`config.mk`:
```
export PLATFORM = sky130hd
export DESIGN_NAME = serial_bank_switch_mapper
export DESIGN_NICKNAME = d
export VERILOG_FILES = /design/src/design/sbsm_pkg.sv /design/src/design/serial_bank_switch_mapper.sv /design/src/design/sbsm_regs.sv /design/src/design/sbsm_xlate.sv
export SDC_FILE = /design/constraint.sdc
export NUM_CORES = 1
export LEC_CHECK = 0
export BUFFER_PORTS_ARGS = -buffer_cell sky130_fd_sc_hd__buf_2
export CAP_MARGIN = 20
export CORE_ASPECT_RATIO = 0.6
export CORE_MARGIN = 4
export CORE_UTILIZATION = 30
export DETAILED_ROUTE_END_ITERATION = 12
export GPL_TIMING_DRIVEN = 0
export PLACE_DENSITY_LB_ADDON = 0.15
export SYNTH_ARGS = -nofsm -noshare
export SYNTH_HDL_FRONTEND = slang
export SYNTH_SLANG_ARGS = --single-unit
```
`constraint.sdc`:
```
create_clock -name clk -period 2.91 [get_ports clk]
set_clock_uncertainty 0.15 [all_clocks]
set_input_delay 0.291 -clock clk [delete_from_list [all_inputs] [get_ports clk]]
set_output_delay 0.291 -clock clk [all_outputs]
set_load 0.01 [all_outputs]
```
`src/design/sbsm_pkg.sv`:
```
// sbsm_pkg: shared types and constants for the serial bank switch mapper
// used by sbsm_regs, sbsm_xlate and serial_bank_switch_mapper; no dependencies
package sbsm_pkg;

	typedef enum logic [1:0] {
		OP_WRITE   = 2'd0,
		OP_READ    = 2'd1,
		OP_PATTERN = 2'd2
	} op_t;

	// targets of a completed serial write, from bus address bits 14:13
	localparam logic [1:0] TGT_CONTROL  = 2'd0;
	localparam logic [1:0] TGT_CHR_LOW  = 2'd1;
	localparam logic [1:0] TGT_CHR_HIGH = 2'd2;
	localparam logic [1:0] TGT_PRG_BANK = 2'd3;

	// prg mode codes
	localparam logic [1:0] PRG_MODE_FIX_FIRST = 2'd2;
	localparam logic [1:0] PRG_MODE_FIX_LAST  = 2'd3;

	// configuration register indexes (paddr bit 2)
	localparam logic REG_PRG_COUNT = 1'b0;
	localparam logic REG_CHR_COUNT = 1'b1;

	localparam int PRG_COUNT_W = 6;
	localparam int CHR_COUNT_W = 5;
	localparam int OFFSET_W    = 19;

	localparam logic [PRG_COUNT_W-1:0] PRG_COUNT_RESET = 6'd16;
	localparam logic [CHR_COUNT_W-1:0] CHR_COUNT_RESET = 5'd0;

	typedef struct packed {
		logic [1:0] mirror;
		logic [1:0] prg_mode;
		logic       chr_mode;
		logic [4:0] chr_low;
		logic [4:0] chr_high;
		logic [3:0] prg_bank;
	} map_state_t;

endpackage

```
`src/design/serial_bank_switch_mapper.sv`:
```
// serial_bank_switch_mapper: top level, request pipeline and configuration port
// depends on sbsm_pkg, sbsm_regs and sbsm_xlate
//
// Each request carries op, bus_addr and write_data. A cpu write (op 0) at
// 0x8000 and above feeds the serial load register; a cpu read (op 1) or a
// ppu pattern fetch (op 2) is translated into a memory offset. Every request
// gives exactly one result: rom_offset, mapped and the mirroring mode in
// force after the request.
// Channels use valid/stall; a request is taken when in_valid is high and
// in_stall is low, a result when out_valid is high and out_stall is low.
// out_valid rises once an accepted request has gone through an input register,
// then one pass through the mapper registers and translation into the
// result register. One request per cycle is sustained; in_stall rises only
// when both registers are full and out_stall holds the result register.
// Reset clears both stages and loads the power-up mapper state (prg mode 3,
// chr bank 1 = 1) and bank counts of 16 program banks and pattern RAM.
// The two bank-count registers sit at byte addresses 0 and 4 of the APB port;
// the user must write them only while no request is in flight; not enforced.
module serial_bank_switch_mapper #(
	parameter int MAX_PRG_BANKS = 32
) (
	input  logic        clk,
	input  logic        arst_n,
	input  logic        in_valid,
	output logic        in_stall,
	input  logic [1:0]  op,
	input  logic [15:0] bus_addr,
	input  logic [7:0]  write_data,
	output logic        out_valid,
	input  logic        out_stall,
	output logic [18:0] rom_offset,
	output logic        mapped,
	output logic [1:0]  mirror_mode,
	input  logic        psel,
	input  logic        penable,
	input  logic        pwrite,
	input  logic [2:0]  paddr,
	input  logic [31:0] pwdata,
	output logic [31:0] prdata,
	output logic        pready
);

	logic [sbsm_pkg::PRG_COUNT_W-1:0] prg_bank_count_q;
	logic [sbsm_pkg::CHR_COUNT_W-1:0] chr_bank_count_q;

	logic        valid_s1;
	logic [1:0]  op_s1;
	logic [15:0] addr_s1;
	logic [7:0]  data_s1;

	logic        valid_s2;
	logic [18:0] offset_s2;
	logic        mapped_s2;
	logic [1:0]  mirror_s2;

	logic                 advance;
	logic                 take_in;
	logic                 step;
	sbsm_pkg::map_state_t map_state;
	logic [1:0]           mirror_next;
	logic [18:0]          xl_offset;
	logic                 xl_mapped;

	// configuration port
	assign pready = 1'b1;

	always_ff @(posedge clk or negedge arst_n) begin
		if (!arst_n) begin
			prg_bank_count_q <= sbsm_pkg::PRG_COUNT_RESET;
			chr_bank_count_q <= sbsm_pkg::CHR_COUNT_RESET;
		end else if (psel && penable && pwrite) begin
			unique case (paddr[2])
				sbsm_pkg::REG_PRG_COUNT:
					prg_bank_count_q <= pwdata[sbsm_pkg::PRG_COUNT_W-1:0];
				sbsm_pkg::REG_CHR_COUNT:
					chr_bank_count_q <= pwdata[sbsm_pkg::CHR_COUNT_W-1:0];
				default: prg_bank_count_q <= prg_bank_count_q;
			endcase
		end
	end

	always_comb begin
		unique case (paddr[2])
			sbsm_pkg::REG_PRG_COUNT: prdata = {26'd0, prg_bank_count_q};
			sbsm_pkg::REG_CHR_COUNT: prdata = {27'd0, chr_bank_count_q};
			default: prdata = '0;
		endcase
	end

	// request pipeline
	assign advance  = !valid_s2 || !out_stall;
	assign in_stall = valid_s1 && !advance;
	assign take_in  = in_valid && !in_stall;
	assign step     = valid_s1 && advance;

	always_ff @(posedge clk or negedge arst_n) begin
		if (!arst_n) begin
			valid_s1 <= 1'b0;
		end else if (take_in) begin
			valid_s1 <= 1'b1;
		end else if (advance) begin
			valid_s1 <= 1'b0;
		end
	end

	always_ff @(posedge clk) begin
		if (take_in) begin
			op_s1   <= op;
			addr_s1 <= bus_addr;
			data_s1 <= write_data;
		end
	end

	sbsm_regs u_regs (
		.clk         (clk),
		.arst_n      (arst_n),
		.cmd_valid   (step),
		.op          (op_s1),
		.bus_addr    (addr_s1),
		.write_data  (data_s1),
		.state       (map_state),
		.mirror_next (mirror_next)
	);

	sbsm_xlate #(
		.MAX_PRG_BANKS (MAX_PRG_BANKS)
	) u_xlate (
		.state          (map_state),
		.prg_bank_count (prg_bank_count_q),
		.chr_bank_count (chr_bank_count_q),
		.op             (op_s1),
		.bus_addr       (addr_s1),
		.rom_offset     (xl_offset),
		.mapped         (xl_mapped)
	);

	always_ff @(posedge clk or negedge arst_n) begin
		if (!arst_n) begin
			valid_s2 <= 1'b0;
		end else if (advance) begin
			valid_s2 <= valid_s1;
		end
	end

	always_ff @(posedge clk) begin
		if (step) begin
			offset_s2 <= xl_offset;
			mapped_s2 <= xl_mapped;
			mirror_s2 <= mirror_next;
		end
	end

	assign out_valid   = valid_s2;
	assign rom_offset  = offset_s2;
	assign mapped      = mapped_s2;
	assign mirror_mode = mirror_s2;

endmodule

```
`src/design/sbsm_regs.sv`:
```
// sbsm_regs: serial load register and the bank/mode registers it fills
// depends on sbsm_pkg
module sbsm_regs (
	input  logic                  clk,
	input  logic                  arst_n,
	input  logic                  cmd_valid,
	input  logic [1:0]            op,
	input  logic [15:0]           bus_addr,
	input  logic [7:0]            write_data,
	output sbsm_pkg::map_state_t  state,
	output logic [1:0]            mirror_next
);

	logic [4:0]           shift_value_q;
	logic [2:0]           shift_count_q;
	sbsm_pkg::map_state_t state_q;

	logic [4:0]           shift_value_d;
	logic [2:0]           shift_count_d;
	sbsm_pkg::map_state_t state_d;
	logic [4:0]           full_value;
	logic                 do_write;

	assign do_write = cmd_valid && (op == sbsm_pkg::OP_WRITE) && bus_addr[15];

	always_comb begin
		shift_value_d = shift_value_q;
		shift_count_d = shift_count_q;
		state_d       = state_q;
		full_value    = shift_value_q;
		full_value[shift_count_q] = write_data[0];
		if (do_write) begin
			if (write_data[7]) begin
				shift_value_d  = 5'd0;
				shift_count_d  = 3'd0;
				state_d.prg_mode = sbsm_pkg::PRG_MODE_FIX_LAST;
			end else if (shift_count_q == 3'd4) begin
				// fifth bit: commit the assembled value
				shift_value_d = 5'd0;
				shift_count_d = 3'd0;
				unique case (bus_addr[14:13])
					sbsm_pkg::TGT_CONTROL: begin
						state_d.mirror   = full_value[1:0];
						state_d.prg_mode = full_value[3:2];
						state_d.chr_mode = full_value[4];
					end
					sbsm_pkg::TGT_CHR_LOW:  state_d.chr_low  = full_value;
					sbsm_pkg::TGT_CHR_HIGH: state_d.chr_high = full_value;
					sbsm_pkg::TGT_PRG_BANK: state_d.prg_bank = full_value[3:0];
					default: state_d = state_q;
				endcase
			end else begin
				shift_value_d = full_value;
				shift_count_d = shift_count_q + 3'd1;
			end
		end
	end

	always_ff @(posedge clk or negedge arst_n) begin
		if (!arst_n) begin
			shift_value_q    <= 5'd0;
			shift_count_q    <= 3'd0;
			state_q.mirror   <= 2'd0;
			state_q.prg_mode <= sbsm_pkg::PRG_MODE_FIX_LAST;
			state_q.chr_mode <= 1'b0;
			state_q.chr_low  <= 5'd0;
			state_q.chr_high <= 5'd1;
			state_q.prg_bank <= 4'd0;
		end else begin
			shift_value_q <= shift_value_d;
			shift_count_q <= shift_count_d;
			state_q       <= state_d;
		end
	end

	assign state       = state_q;
	assign mirror_next = state_d.mirror;

endmodule

```
`src/design/sbsm_xlate.sv`:
```
// sbsm_xlate: combinational translation of cpu reads and ppu pattern fetches
// into program or pattern memory offsets; depends on sbsm_pkg
module sbsm_xlate #(
	parameter int MAX_PRG_BANKS = 32
) (
	input  sbsm_pkg::map_state_t                  state,
	input  logic [sbsm_pkg::PRG_COUNT_W-1:0]      prg_bank_count,
	input  logic [sbsm_pkg::CHR_COUNT_W-1:0]      chr_bank_count,
	input  logic [1:0]                            op,
	input  logic [15:0]                           bus_addr,
	output logic [sbsm_pkg::OFFSET_W-1:0]         rom_offset,
	output logic                                  mapped
);

	localparam logic [sbsm_pkg::PRG_COUNT_W-1:0] MaxBanks =
		sbsm_pkg::PRG_COUNT_W'(MAX_PRG_BANKS);

	logic [sbsm_pkg::PRG_COUNT_W-1:0] eff_banks;
	logic                             big_prg;
	logic [4:0]                       prg_bank_sel;
	logic [18:0]                      prg_off;
	logic [19:0]                      prg_size;
	logic [18:0]                      prg_mask;
	logic [4:0]                       chr_low;
	logic [16:0]                      chr_off;
	logic [17:0]                      chr_size;
	logic [16:0]                      chr_mask;
	logic [18:0]                      chr_result;

	always_comb begin
		if (prg_bank_count == '0) begin
			eff_banks = sbsm_pkg::PRG_COUNT_W'(1);
		end else if (prg_bank_count > MaxBanks) begin
			eff_banks = MaxBanks;
		end else begin
			eff_banks = prg_bank_count;
		end
	end

	assign big_prg = eff_banks > sbsm_pkg::PRG_COUNT_W'(16);

	// program side
	always_comb begin
		prg_bank_sel = {big_prg & state.chr_low[4], state.prg_bank};
		if (state.prg_mode == sbsm_pkg::PRG_MODE_FIX_FIRST) begin
			if (!bus_addr[14]) begin
				prg_bank_sel[3:0] = 4'd0;
			end
		end else if (state.prg_mode == sbsm_pkg::PRG_MODE_FIX_LAST) begin
			if (bus_addr[14]) begin
				prg_bank_sel[3:0] = 4'hF;
			end
		end
		if (!state.prg_mode[1]) begin
			prg_off = {prg_bank_sel[4:1], bus_addr[14:0]};
		end else begin
			prg_off = {prg_bank_sel, bus_addr[13:0]};
		end
		prg_size = {eff_banks, 14'd0};
		prg_mask = 19'(prg_size - 20'd1);
	end

	// pattern side
	always_comb begin
		chr_low = state.chr_low;
		if (big_prg) begin
			chr_low[4] = 1'b0;
		end
		if (!state.chr_mode) begin
			chr_off = {chr_low[4:1], bus_addr[12:0]};
		end else if (!bus_addr[12]) begin
			chr_off = {chr_low, bus_addr[11:0]};
		end else begin
			chr_off = {state.chr_high, bus_addr[11:0]};
		end
		chr_size = {chr_bank_count, 13'd0};
		chr_mask = 17'(chr_size - 18'd1);
		if (chr_bank_count == '0) begin
			chr_result = {6'd0, bus_addr[12:0]};
		end else begin
			chr_result = {2'd0, chr_off & chr_mask};
		end
	end

	always_comb begin
		rom_offset = '0;
		mapped     = 1'b0;
		case (op)
			sbsm_pkg::OP_READ: begin
				if (bus_addr[15]) begin
					rom_offset = prg_off & prg_mask;
					mapped     = 1'b1;
				end
			end
			sbsm_pkg::OP_PATTERN: begin
				if (bus_addr[15:13] == 3'd0) begin
					rom_offset = chr_result;
					mapped     = 1'b1;
				end
			end
			default: begin
				rom_offset = '0;
				mapped     = 1'b0;
			end
		endcase
	end

endmodule
```
---- Yosys cells after proc, flatten, opt, wreduce, memory -nomap -nowiden ----
Cells that the tools add are included.
storage, ports and cells
  flip-flop bits (word level) ............. 88
  input port bits ......................... 68
  output and inout port bits .............. 57
  logic and storage cells ................. 102
operators by class
  add/sub/neg operators ................... 3
  order comparisons ....................... 4
  equality and inequality tests ........... 8
  mux-type cells .......................... 36
  bitwise logic cells ..................... 5
  reductions and logical operators ........ 28
operator list
  operator                                                       number
  2-to-1 mux 17 bit                                              4
  one-hot mux 32 bit (2 select lines)                            1
  2-to-1 mux 19 bit                                              3
  one-hot mux 19 bit (2 select lines)                            1
  2-to-1 mux 15 bit                                              2
  2-to-1 mux 5 bit                                               5
  2-to-1 mux 4 bit                                               5
  AND 19 bit                                                     1
  subtractor 19 x 1 -> 19 bit, second input constant             1
  AND 17 bit                                                     1
  subtractor 17 x 1 -> 17 bit, second input constant             1
  AND reduction 4 bit                                            4
  2-to-1 mux 6 bit                                               2
  == test 2 bit, second input constant                           5
  logical AND 1 bit                                              8
  greater-than comparator 6 x 5 -> 1 bit, second input constant  1
  greater-than comparator 6 bit, second input constant           1
  zero test 6 bit                                                1
  2-to-1 mux 1 bit                                               6
  2-to-1 mux 3 bit                                               2
  nonzero test 2 bit                                             3
  bitwise mux 5 bit                                              1
  zero test 5 bit                                                1
  == test 2 x 1 -> 1 bit, second input constant                  2
  15 further kinds                                               22

---- Depth between registers and ports, before layout ----
Gate-level depths: netlist (run 1).
  word-level depth ........................ 11
  gate-level depth with buffers ........... 7
  mapped depth without buffers ............ 7

---- By module ----
A second synthesis (run 1) with hierarchy kept.
unflattened totals
  cell total of the unflattened synthesis .. 290
  area total of the unflattened synthesis .. 4035.1 µm²
modules (own cells, without submodules)
  module                     instances  cells each  area an instance (µm²)  seq. area each (µm²)
  serial_bank_switch_mapper  1          116         2248.4                  1767.9
  sbsm_regs                  1          96          1272.5                  679.4
  sbsm_xlate                 1          78          514.2                   0.0

---- Least setup slack after synthesis (run 1) ----
Ideal clock, no wire load.
  path kind ............................... flip-flop to flip-flop
  start ................................... register op_s1[0]
  end ..................................... register mirror_s2[0] (netlist: mirror_mode[0]) (data pin)
  library setup time ...................... 0.263 ns
  arrival time ............................ 1.587 ns
  required time ........................... 2.497 ns
  slack ................................... 0.910 ns
  stages on the path, launching flop included .. 7
  path buffers ............................ 0
  clock period less this slack ............ 2.000 ns
  path through ............................ edfxtp_1 -> inv_1 -> ha_1 -> and4b_1 -> nand4_2 -> nor3_2 -> mux2_2
between the ends
  word-level cells in the longest chain between the ends .. 4
ends and longest elaborated chain
  item                            RTL line                          RTL
  start, declared                 serial_bank_switch_mapper.sv:47   logic [1:0] op_s1;
  start signal, assigned          serial_bank_switch_mapper.sv:108  op_s1 <= op;
  zero test 2 bit                 sbsm_regs.sv:24                   assign do_write = cmd_valid && (op == sbsm_pkg::OP_WRITE) && bus_addr[15];
  logical AND 1 bit (2 in a row)  sbsm_regs.sv:24
  2-to-1 mux 19 bit               sbsm_regs.sv:32                   if (do_write) begin
  net mirror_next[0]              serial_bank_switch_mapper.sv:60   logic [1:0] mirror_next;
  end signal, assigned            serial_bank_switch_mapper.sv:149  mirror_s2 <= mirror_next;
  end, declared                   serial_bank_switch_mapper.sv:54   logic [1:0] mirror_s2;
The timed path passes the listed nets, and every way through them passes these cells.
A chain may end at the register's enable or synchronous reset.

---- Worst setup path in the final report (run 1) ----
  start ................................... register op_s1[0]
  end ..................................... register mirror_s2[1] (netlist: mirror_mode[1]) (data pin)
The elaborated chain is that of the path after synthesis.

==> metrics.md, run 1 <==
| Metric | Value |
|---|---|
| # clock sinks | 82 |
| 1st-iter DRT viols | 91 |
| Total power | 3030 uW |
| Final min period | 2.38 ns |
| Hold crit path type | in -> reg |
| Die Span Y | 95.6 um |
| Crit start category | flop |
| Async S/R FF share, synth | 0.488 |
| Worst-margin pin slew | 0.867 ns |
| TritonCTS clock tree | yes |
| Synth cell types | 47 |
| Hpwl dp | 6.42 mm |
| Number of antenna violations at the first check in global routing | 0 |
| Syn Area/Cell | 13.0 um^2 |
| Final Slew Violations | 0 |
| Nets | 492 |
| Total CTS buffers | 9 |
| Leakage | 0.00225 uW |
| H-Tree Level Count | 3 |
| #FFs+latches synth | 82 |
| Final setup fails | 0 |
| DRC viols | 0 |
| Maxcap violations | 0 |
| CP Class | reg -> reg |
| Worst-path clk slew | 0.07 ns |
| # diodes | 0 |
| Crit path DAT | 2.31 ns |
| Die X | 154 um |
| Finished Layout Cells | 586 |
| RSZ-0062 raised after global routing | no |
| Final GP Congestion | 0.774 |
| Mapped Cells | 295 |
| Latest clock arrival within the worst-skew pair | 0.34 ns |
| I/O Buffers | 62 |
| Post-route ant nets | 0 |
| Vias per std cell | 4.36 |
| Vias in the first global route | 2,425 |
| Fin area | 4980 um^2 |
| Final hold vios | 0 |
| Initial Util | 0.313 |
| Critical Path End Type | flop |
| Gr usage total | 0.121 |
| GRT Residual Overflow | 0 |
| Top-Level Pins | 125 |
| Post-Syn Area | 3830 um^2 |
| Seq/Total Area, Yosys | 0.592 |
| Worst hold slack | 0.0141 ns |
| Synth Flop Type | edfxtp_1 |
| Synthesis Warnings | 0 |
| Rel. slew slack | 0.422 |
| Worst-path fanout max | 5 |
| Largest net degree at the start of global routing | 41 |
| Placed Area | 4470 um^2 |
| Core ar. | 12,300 um^2 |
| Setup TNS Final | 0 ns |
| Vias | 2,553 |
| Pwr/cell area | 608 nW/um^2 |
| Cells after DPL | 548 |
| Req. time, crit path | 2.85 ns |
| Max Freq | 0.421 GHz |
| Die Footprint | 14,700 um^2 |
| Root Driver | clkbuf_16 |
| Layout cell share with drive strength beyond 1 | 0.371 |
| Area grow syn2layout | 30.0% |
| Final period utilization | 0.817 |
| Outcome | completed |
| Drt wl/cell | 14.7 um |
| DRT Pass-1 Iters | 4 |
| Final WL | 8.62 mm |
| VDD IR max | 0.260 mV |
| Row Count | 31 |
| Clock tree buffer depth | 2 |
| First-pass GRT wire length | 13.5 mm |
| Post-synth EDFFs | 42 |
| Postcts setup bufs | 0 |
-- metrics by stage --
stage | worst slack [ns] | utilization
finish | 0.533 | 0.406
global route | 0.326 | 0.406
CTS | 0.538 | 0.405
detailed placement | 0.559 | 0.365
global placement | 0.618 | 0.362
floorplan | 0.910 | -
-- Yosys cell counts (2+ instances only) --
| master | n | share of area |
|---|---|---|
| a21oi_1 | 5 | 0.0065 |
| dfrtp_1 | 36 | 0.24 |
| a2bb2oi_1 | 2 | 0.0046 |
| mux2i_1 | 5 | 0.013 |
| ha_1 | 8 | 0.026 |
| nor3_1 | 6 | 0.0078 |
| edfxtp_1 | 42 | 0.33 |
| nor4_1 | 2 | 0.0033 |
| nor3b_1 | 3 | 0.0059 |
| mux2_2 | 38 | 0.11 |
| dfstp_2 | 4 | 0.027 |
| nand4_1 | 3 | 0.0049 |
| nor4b_1 | 2 | 0.0046 |
| buf_4 | 27 | 0.053 |
| buf_2 | 2 | 0.0026 |
| conb_1 | 2 | 0.0020 |
| nor3_2 | 3 | 0.0078 |
| o21ai_0 | 13 | 0.017 |
| clkbuf_1 | 3 | 0.0029 |
| nor2_1 | 4 | 0.0039 |
| nand2b_1 | 9 | 0.015 |
| nand2_1 | 16 | 0.016 |
| xor2_1 | 2 | 0.0046 |
| nor2b_1 | 2 | 0.0033 |
| nand3_1 | 4 | 0.0052 |
| inv_1 | 16 | 0.016 |
| and2_1 | 16 | 0.026 |
-- per-layer routing --
metal | up-vias | track usage | wire length, um
met1 | 1207 | 0.181 | 4460
met5 | - | 0 | 0
li1 | 1251 | - | -
met2 | 84 | 0.152 | 3280
met3 | 11 | 0.0571 | 783
met4 | 0 | 0.0316 | 95
-- cell families (layout without fill, tap and decap cells) --
kind of cell | count (synthesis) | in the layout | synth area share
AO/OA/AOI/OAI | 33 | 33 | 0.0568
XOR/XNOR | 3 | 3 | 0.00686
adder cells (fa/ha/maj) | 8 | 8 | 0.0261
buffers and inverters | 48 | 149 | 0.0741
flip-flops | 82 | 82 | 0.592
multiplexers | 43 | 43 | 0.125
other | 2 | 27 | 0.00196
AND/OR/NAND/NOR | 76 | 76 | 0.118
-- cell usage in the layout (no fill, tap or decap), drive strengths merged, types with 2 or more instances in the layout --
| cell type | n |
|---|---|
| buf | 93 |
| nand4 | 4 |
| or3 | 2 |
| dfstp | 4 |
| nor4b | 2 |
| nor3b | 3 |
| inv | 21 |
| edfxtp | 42 |
| conb | 27 |
| nand2b | 9 |
| dlygate4sd3 | 21 |
| xor2 | 2 |
| nor4 | 2 |
| o21ai | 13 |
| and2 | 16 |
| nand2 | 16 |
| nor2 | 4 |
| nor3 | 9 |
| clkbuf | 12 |
| mux2 | 38 |
| a2bb2oi | 2 |
| dfrtp | 36 |
| nor2b | 2 |
| nand3 | 4 |
| ha | 8 |
| mux2i | 5 |
| a21oi | 5 |
-- worst max-delay path, cell delays in order, from the launching register on --
cell and delay (ns):
edfxtp_1 0.40, inv_1 0.10, ha_1 0.18, and4b_1 0.21
nand4_2 0.19, nor3_2 0.48, mux2_2 0.41
-- state kept, by name, indices dropped and copies added, names as in the netlist, 2 cells and up --
name,cells
u_regs.shift_count_q,3
addr_s1,16
u_regs.state,19
rom_offset,19
u_regs.shift_value_q,5
data_s1,2
mirror_mode,2
chr_bank_count_q,5
prg_bank_count_q,6
op_s1,2
-- layout make-up --
class                      instances  area (um^2)
timing repair buffer              85          568
buffer                            32          224
inverter                          16         60.1
clock buffer                       9          225
fill                            1188         7270
multi-input combinational        190         1380
clock inverter                     7         56.3
sequential                        82         2270
tap                              165          206
-- timing repair --
action | CTS | global route
resized for setup | 0 | 0
hold buffers | 21 | 0
hold endpoints to repair | 56 | 0
-- path summary, 6_finish.rpt --
kind	startpoint	end	slack [ns]	depth (start not counted)
max	op_s1[0]	mirror_mode[1]	0.53	6
min	in_valid	valid_s1	0.01	2
max reg2reg	op_s1[0]	mirror_mode[1]	0.53	6
min reg2reg	u_regs.shift_value_q[4]	u_regs.shift_value_q[4]	0.33	2
max in group asynchronous	arst_n	u_regs.state[4]	2.02	3
min in group asynchronous	arst_n	u_regs.state[18]	0.12	2
-- power breakdown --
part	switching, uW	internal (uW)
Combinational	267	244
Sequential	89.9	1340
Clock	499	592
Total	855	2170
(Power assumes the default switching activity.)
==> run 2: changes to the inputs <==
==> constraint.sdc (replaced) <==
create_clock -name clk -period 2.2 [get_ports clk]
set_clock_uncertainty 0.15 [all_clocks]
set_input_delay 0.22 -clock clk [delete_from_list [all_inputs] [get_ports clk]]
set_output_delay 0.22 -clock clk [all_outputs]
set_load 0.01 [all_outputs]
==> metrics.md, run 2 (same netlist as run 1, synthesis figures left out) <==
| Metric | Value |
|---|---|
| Post-route ant nets | 0 |
| Hpwl dp | 6.42 mm |
| Root Driver | clkbuf_16 |
| Final GP Congestion | 0.774 |
| First-pass GRT wire length | 13.6 mm |
| Layout cell share with drive strength beyond 1 | 0.390 |
| DRC viols | 0 |
| Final WL | 8.68 mm |
| Final period utilization | 1.00 |
| CP Class | reg -> reg |
| Latest clock arrival within the worst-skew pair | 0.34 ns |
| DRT Pass-1 Iters | 4 |
| R2r worst-path depth | 7 |
| Logic pwr share | 0.177 |
| I/O Buffers | 62 |
| # clock sinks | 82 |
| Setup ws final | -0.00449 ns |
| Reg2reg start | prg_bank_count_q[1] |
| Vias | 2,583 |
| GRT Residual Overflow | 0 |
| Die Footprint | 14,700 um^2 |
| Crit start category | flop |
| Top-Level Pins | 125 |
| Initial Util | 0.313 |
| Clock tree buffer depth | 2 |
| Final Slew Violations | 0 |
| Die X | 154 um |
| Final min period | 2.20 ns |
| Critical Path End Type | flop |
| Outcome | finished, violations left |
| RSZ-0062 raised after global routing | yes |
| Switching Share | 0.283 |
| Final hold vios | 0 |
| Worst-margin pin slew | 0.867 ns |
| Maxcap violations | 0 |
| Sequential Power Share | 0.467 |
| Final setup fails | 1 |
| Pwr/cell area | 784 nW/um^2 |
| Worst Setup EP | rom_offset[16] |
| Total CTS buffers | 9 |
| Area grow syn2layout | 34.5% |
| Fin area | 5160 um^2 |
| Gr usage total | 0.122 |
| Crit path DAT | 2.14 ns |
| H-Tree Level Count | 3 |
| Most frequent cells in the layout | buf_2, edfxtp_1, mux2_2, dfrtp_1, buf_4 |
| Clock Power Share | 0.355 |
| R2R Path End | rom_offset[16] |
| Row Count | 31 |
| Core ar. | 12,300 um^2 |
| VDD IR max | 0.333 mV |
| # diodes | 0 |
| Reg2Reg Setup Slack | -0.004 ns |
| Failing checks | negative setup slack |
| Origin of the worst setup path | prg_bank_count_q[1] |
| Worst-path fanout max | 5 |
| Vias per std cell | 4.32 |
| Req. time, crit path | 2.14 ns |
| TritonCTS clock tree | yes |
| Largest net degree at the start of global routing | 41 |
| Commonest non-fill, non-tap cell in the layout | buf_2 |
| Hold crit path type | in -> reg |
| Drt wl/cell | 14.5 um |
| Nets | 504 |
| Worst-path clk slew | 0.07 ns |
| Max Freq | 0.454 GHz |
| Number of antenna violations at the first check in global routing | 0 |
| Pint | 2900 uW |
| Placed Area | 4470 um^2 |
| Psw | 1140 uW |
| Vias in the first global route | 2,465 |
| Rel. slew slack | 0.422 |
| Die Span Y | 95.6 um |
| Setup TNS Final | -0.00449 ns |
| Setup slack at placement | -0.151 ns |
| Leakage | 0.00231 uW |
| 1st-iter DRT viols | 88 |
run 2: per-layer routing:
metal	global-route usage	vias to the layer above	routed length, um
met2	0.155	83	3320
li1	-	1277	-
met3	0.0567	11	857
met1	0.181	1212	4410
met5	0	-	0
met4	0.0316	0	84
run 2: layout make-up:
class	instances	area [um^2]
clock buffer	9	225
inverter	16	60.1
fill	1169	7100
buffer	32	224
tap	165	206
timing repair buffer	97	679
sequential	82	2270
clock inverter	7	56.3
multi-input combinational	190	1440
run 2: what timing repair did:
action                                  CTS  global route
gates resized for setup                   6             9
endpoints found under the setup margin   21            30
pin swaps                                 1             2
hold buffers                             28             0
hold endpoints to repair                 68             0
setup buffers                             4             2
run 2: worst min-delay path by stage:
stage,depth (start not counted),slack [ns],to,start
2_1_floorplan,0,-0.23,chr_bank_count_q[0],arst_n
3_3_place_gp,1,0.25,addr_s1[6],bus_addr[6]
3_5_place_dp,1,0.25,addr_s1[0],bus_addr[0]
4_1_cts,3,0.04,valid_s1,out_stall
5_1_grt,3,0.05,valid_s1,out_stall
6_report,3,0.04,valid_s1,out_stall
run 2: critical path: stages (launching register included):
cell and delay [ns]:
dfrtp_1 0.41, nor4_1 0.31, o21ai_1 0.12, ha_2 0.22, nand2_1 0.11, o311a_1 0.22
o21ai_0 0.13, a41o_1 0.27
run 2: power groups by stage:
stage                     sequential [uW]  clock (uW)  combinational [uW]
after floorplan                      1900           0                 422
after global placement               1920           0                 630
after detailed placement             1920           0                 648
after CTS                            1890        1500                 708
after global routing                 1910        1570                 796
final                                1890        1440                 717
run 2: through the flow:
step | hold WS, ns | util | total power, uW | cells
final | 0.0444 | 0.421 | 4040 | 598
after global routing | 0.0495 | 0.421 | 4270 | 598
after CTS | 0.0390 | 0.415 | 4090 | 596
after detailed placement | 0.248 | 0.365 | 2570 | 548
after global placement | 0.247 | 0.362 | 2550 | 547
after floorplan | -0.226 | - | 2320 | 320
==> run 3: changes to the inputs <==
--- a/config.mk
+++ b/config.mk
@@ -5,6 +5,7 @@
 export SDC_FILE = /design/constraint.sdc
 export NUM_CORES = 1
 export LEC_CHECK = 0
+export ABC_CLOCK_PERIOD_IN_PS = 1830
 export BUFFER_PORTS_ARGS = -buffer_cell sky130_fd_sc_hd__buf_2
 export CAP_MARGIN = 20
 export CORE_ASPECT_RATIO = 0.6
==> constraint.sdc (replaced) <==
create_clock -name clk -period 1.83 [get_ports clk]
set_clock_uncertainty 0.15 [all_clocks]
set_input_delay 0.183 -clock clk [delete_from_list [all_inputs] [get_ports clk]]
set_output_delay 0.183 -clock clk [all_outputs]
set_load 0.01 [all_outputs]
==> metrics.md, run 3 (same netlist as run 1, synthesis figures left out) <==
| Metric | Value |
|---|---|
| Outcome | finished, violations left |
| Failing checks | negative setup slack |
| Hold crit path type | in -> reg |
| CP Class | reg -> reg |
| VDD IR max | 0.415 mV |
| Die X | 154 um |
| Fin area | 5450 um^2 |
| Rel. slew slack | 0.384 |
| DRC viols | 0 |
| Hpwl dp | 6.56 mm |
| Setup ws final | -0.241 ns |
| Total CTS buffers | 9 |
| Nets | 518 |
| Latest clock arrival within the worst-skew pair | 0.34 ns |
| Req. time, crit path | 1.90 ns |
| Top-Level Pins | 125 |
| First-pass GRT wire length | 14.9 mm |
| 1st-iter DRT viols | 79 |
| Leakage | 0.00243 uW |
| Worst-margin pin slew | 0.924 ns |
| I/O Buffers | 62 |
| DRT Pass-1 Iters | 4 |
| Max Freq | 0.483 GHz |
| Reg2Reg Setup Slack | -0.24 ns |
| Cells after DPL | 548 |
| Area grow syn2layout | 42.3% |
| GRT Residual Overflow | 0 |
| Critical Path End Type | flop |
| TritonCTS clock tree | yes |
| Critical-path top delay cell | or3_4 |
| Commonest non-fill, non-tap cell in the layout | buf_2 |
| Worst path cell trace | inv_2 -> ha_4 -> and4b_1 -> nand4_4 -> or3_4 -> mux2_2 |
| Maxcap violations | 0 |
| Clock tree buffer depth | 2 |
| Initial Util | 0.313 |
| Most frequent cells in the layout | buf_2, edfxtp_1, buf_4, dfrtp_1 |
| Die Footprint | 14,700 um^2 |
| Buf/Inv on CP | 1 |
| Vias in the first global route | 2,776 |
| Final WL | 9.24 mm |
| Vias | 2,648 |
| Vias per std cell | 4.33 |
| Drt wl/cell | 15.1 um |
| Pwr/cell area | 977 nW/um^2 |
| RSZ-0062 raised after global routing | yes |
| Final period utilization | 1.13 |
| Finished Layout Cells | 611 |
| Root Driver | clkbuf_16 |
| Die Span Y | 95.6 um |
| Layout cell share with drive strength beyond 1 | 0.446 |
| Worst hold slack | 0.0427 ns |
| Final hold vios | 0 |
| Gr usage total | 0.132 |
| # clock sinks | 82 |
| Total power | 5330 uW |
| Number of antenna violations at the first check in global routing | 0 |
| H-Tree Level Count | 3 |
| Final core occ | 0.445 |
| Worst-path clk slew | 0.06 ns |
| Largest net degree at the start of global routing | 41 |
| Crit path DAT | 2.14 ns |
| Post-route ant nets | 0 |
| Final min period | 2.07 ns |
| Core ar. | 12,300 um^2 |
| # diodes | 0 |
| CP max stage delay | 0.48 ns |
| Crit-path leading delay family | simple AND/OR/NAND/NOR gates |
| Final GP Congestion | 0.787 |
| Worst-path fanout max | 4 |
| Placed Area | 4480 um^2 |
| Final setup fails | 38 |
| Crit start category | flop |
| Row Count | 31 |
| Final Slew Violations | 0 |
## run 3: layer usage
metal  GRT usage  share of wire
met5           0              0
met4      0.0279         0.0045
met3      0.0549          0.069
met2       0.185           0.43
met1       0.189           0.50
## run 3: layout make-up
cell class                      count  area, um^2
Timing Repair Buffer              111         777
Fill cell                        1160        6800
Buffer                             32         233
Clock inverter                      6         115
Multi-Input combinational cell    190        1570
Inverter                           16        60.1
Tap cell                          165         206
Sequential cell                    82        2270
Clock buffer                        9         225
## run 3: metrics by stage
stage / setup slack (ns) / setup TNS [ns]
after floorplan: -0.126 / -1.07
after global placement: -0.464 / -16.98
after detailed placement: -0.454 / -11.82
after CTS: -0.236 / -4.93
after global routing: -0.333 / -9.40
final: -0.241 / -6.05
## run 3: worst register-to-register path, cell delays in order (launching register included)
cell      delay, ns
edfxtp_1       0.39
inv_2          0.10
ha_4           0.14
and4b_1        0.23
nand4_4        0.18
or3_4          0.48
mux2_2         0.29
## run 3: final timing paths
path	cells after the start	endpoint	from
max reg2reg	6	u_regs.state[0]	op_s1[0]
min reg2reg	2	u_regs.shift_value_q[0]	u_regs.shift_value_q[0]
max	6	u_regs.state[0]	op_s1[0]
min	3	out_valid	out_stall
max in group asynchronous	2	u_regs.state[13]	arst_n
min in group asynchronous	2	u_regs.state[18]	arst_n
## run 3: timing repair
action / in CTS / in global routing
hold buffers: 29 / 0
pin swaps: 11 / 8
endpoints found under the hold margin: 68 / 0
setup endpoints to repair: 60 / 43
resized for setup: 40 / 10
setup buffers: 18 / 1
## run 3: power by group
part	internal, uW	total [uW]	switching (uW)
combinational	477	977	500
clock	1330	2070	738
sequential	2130	2280	155
total	3940	5330	1390
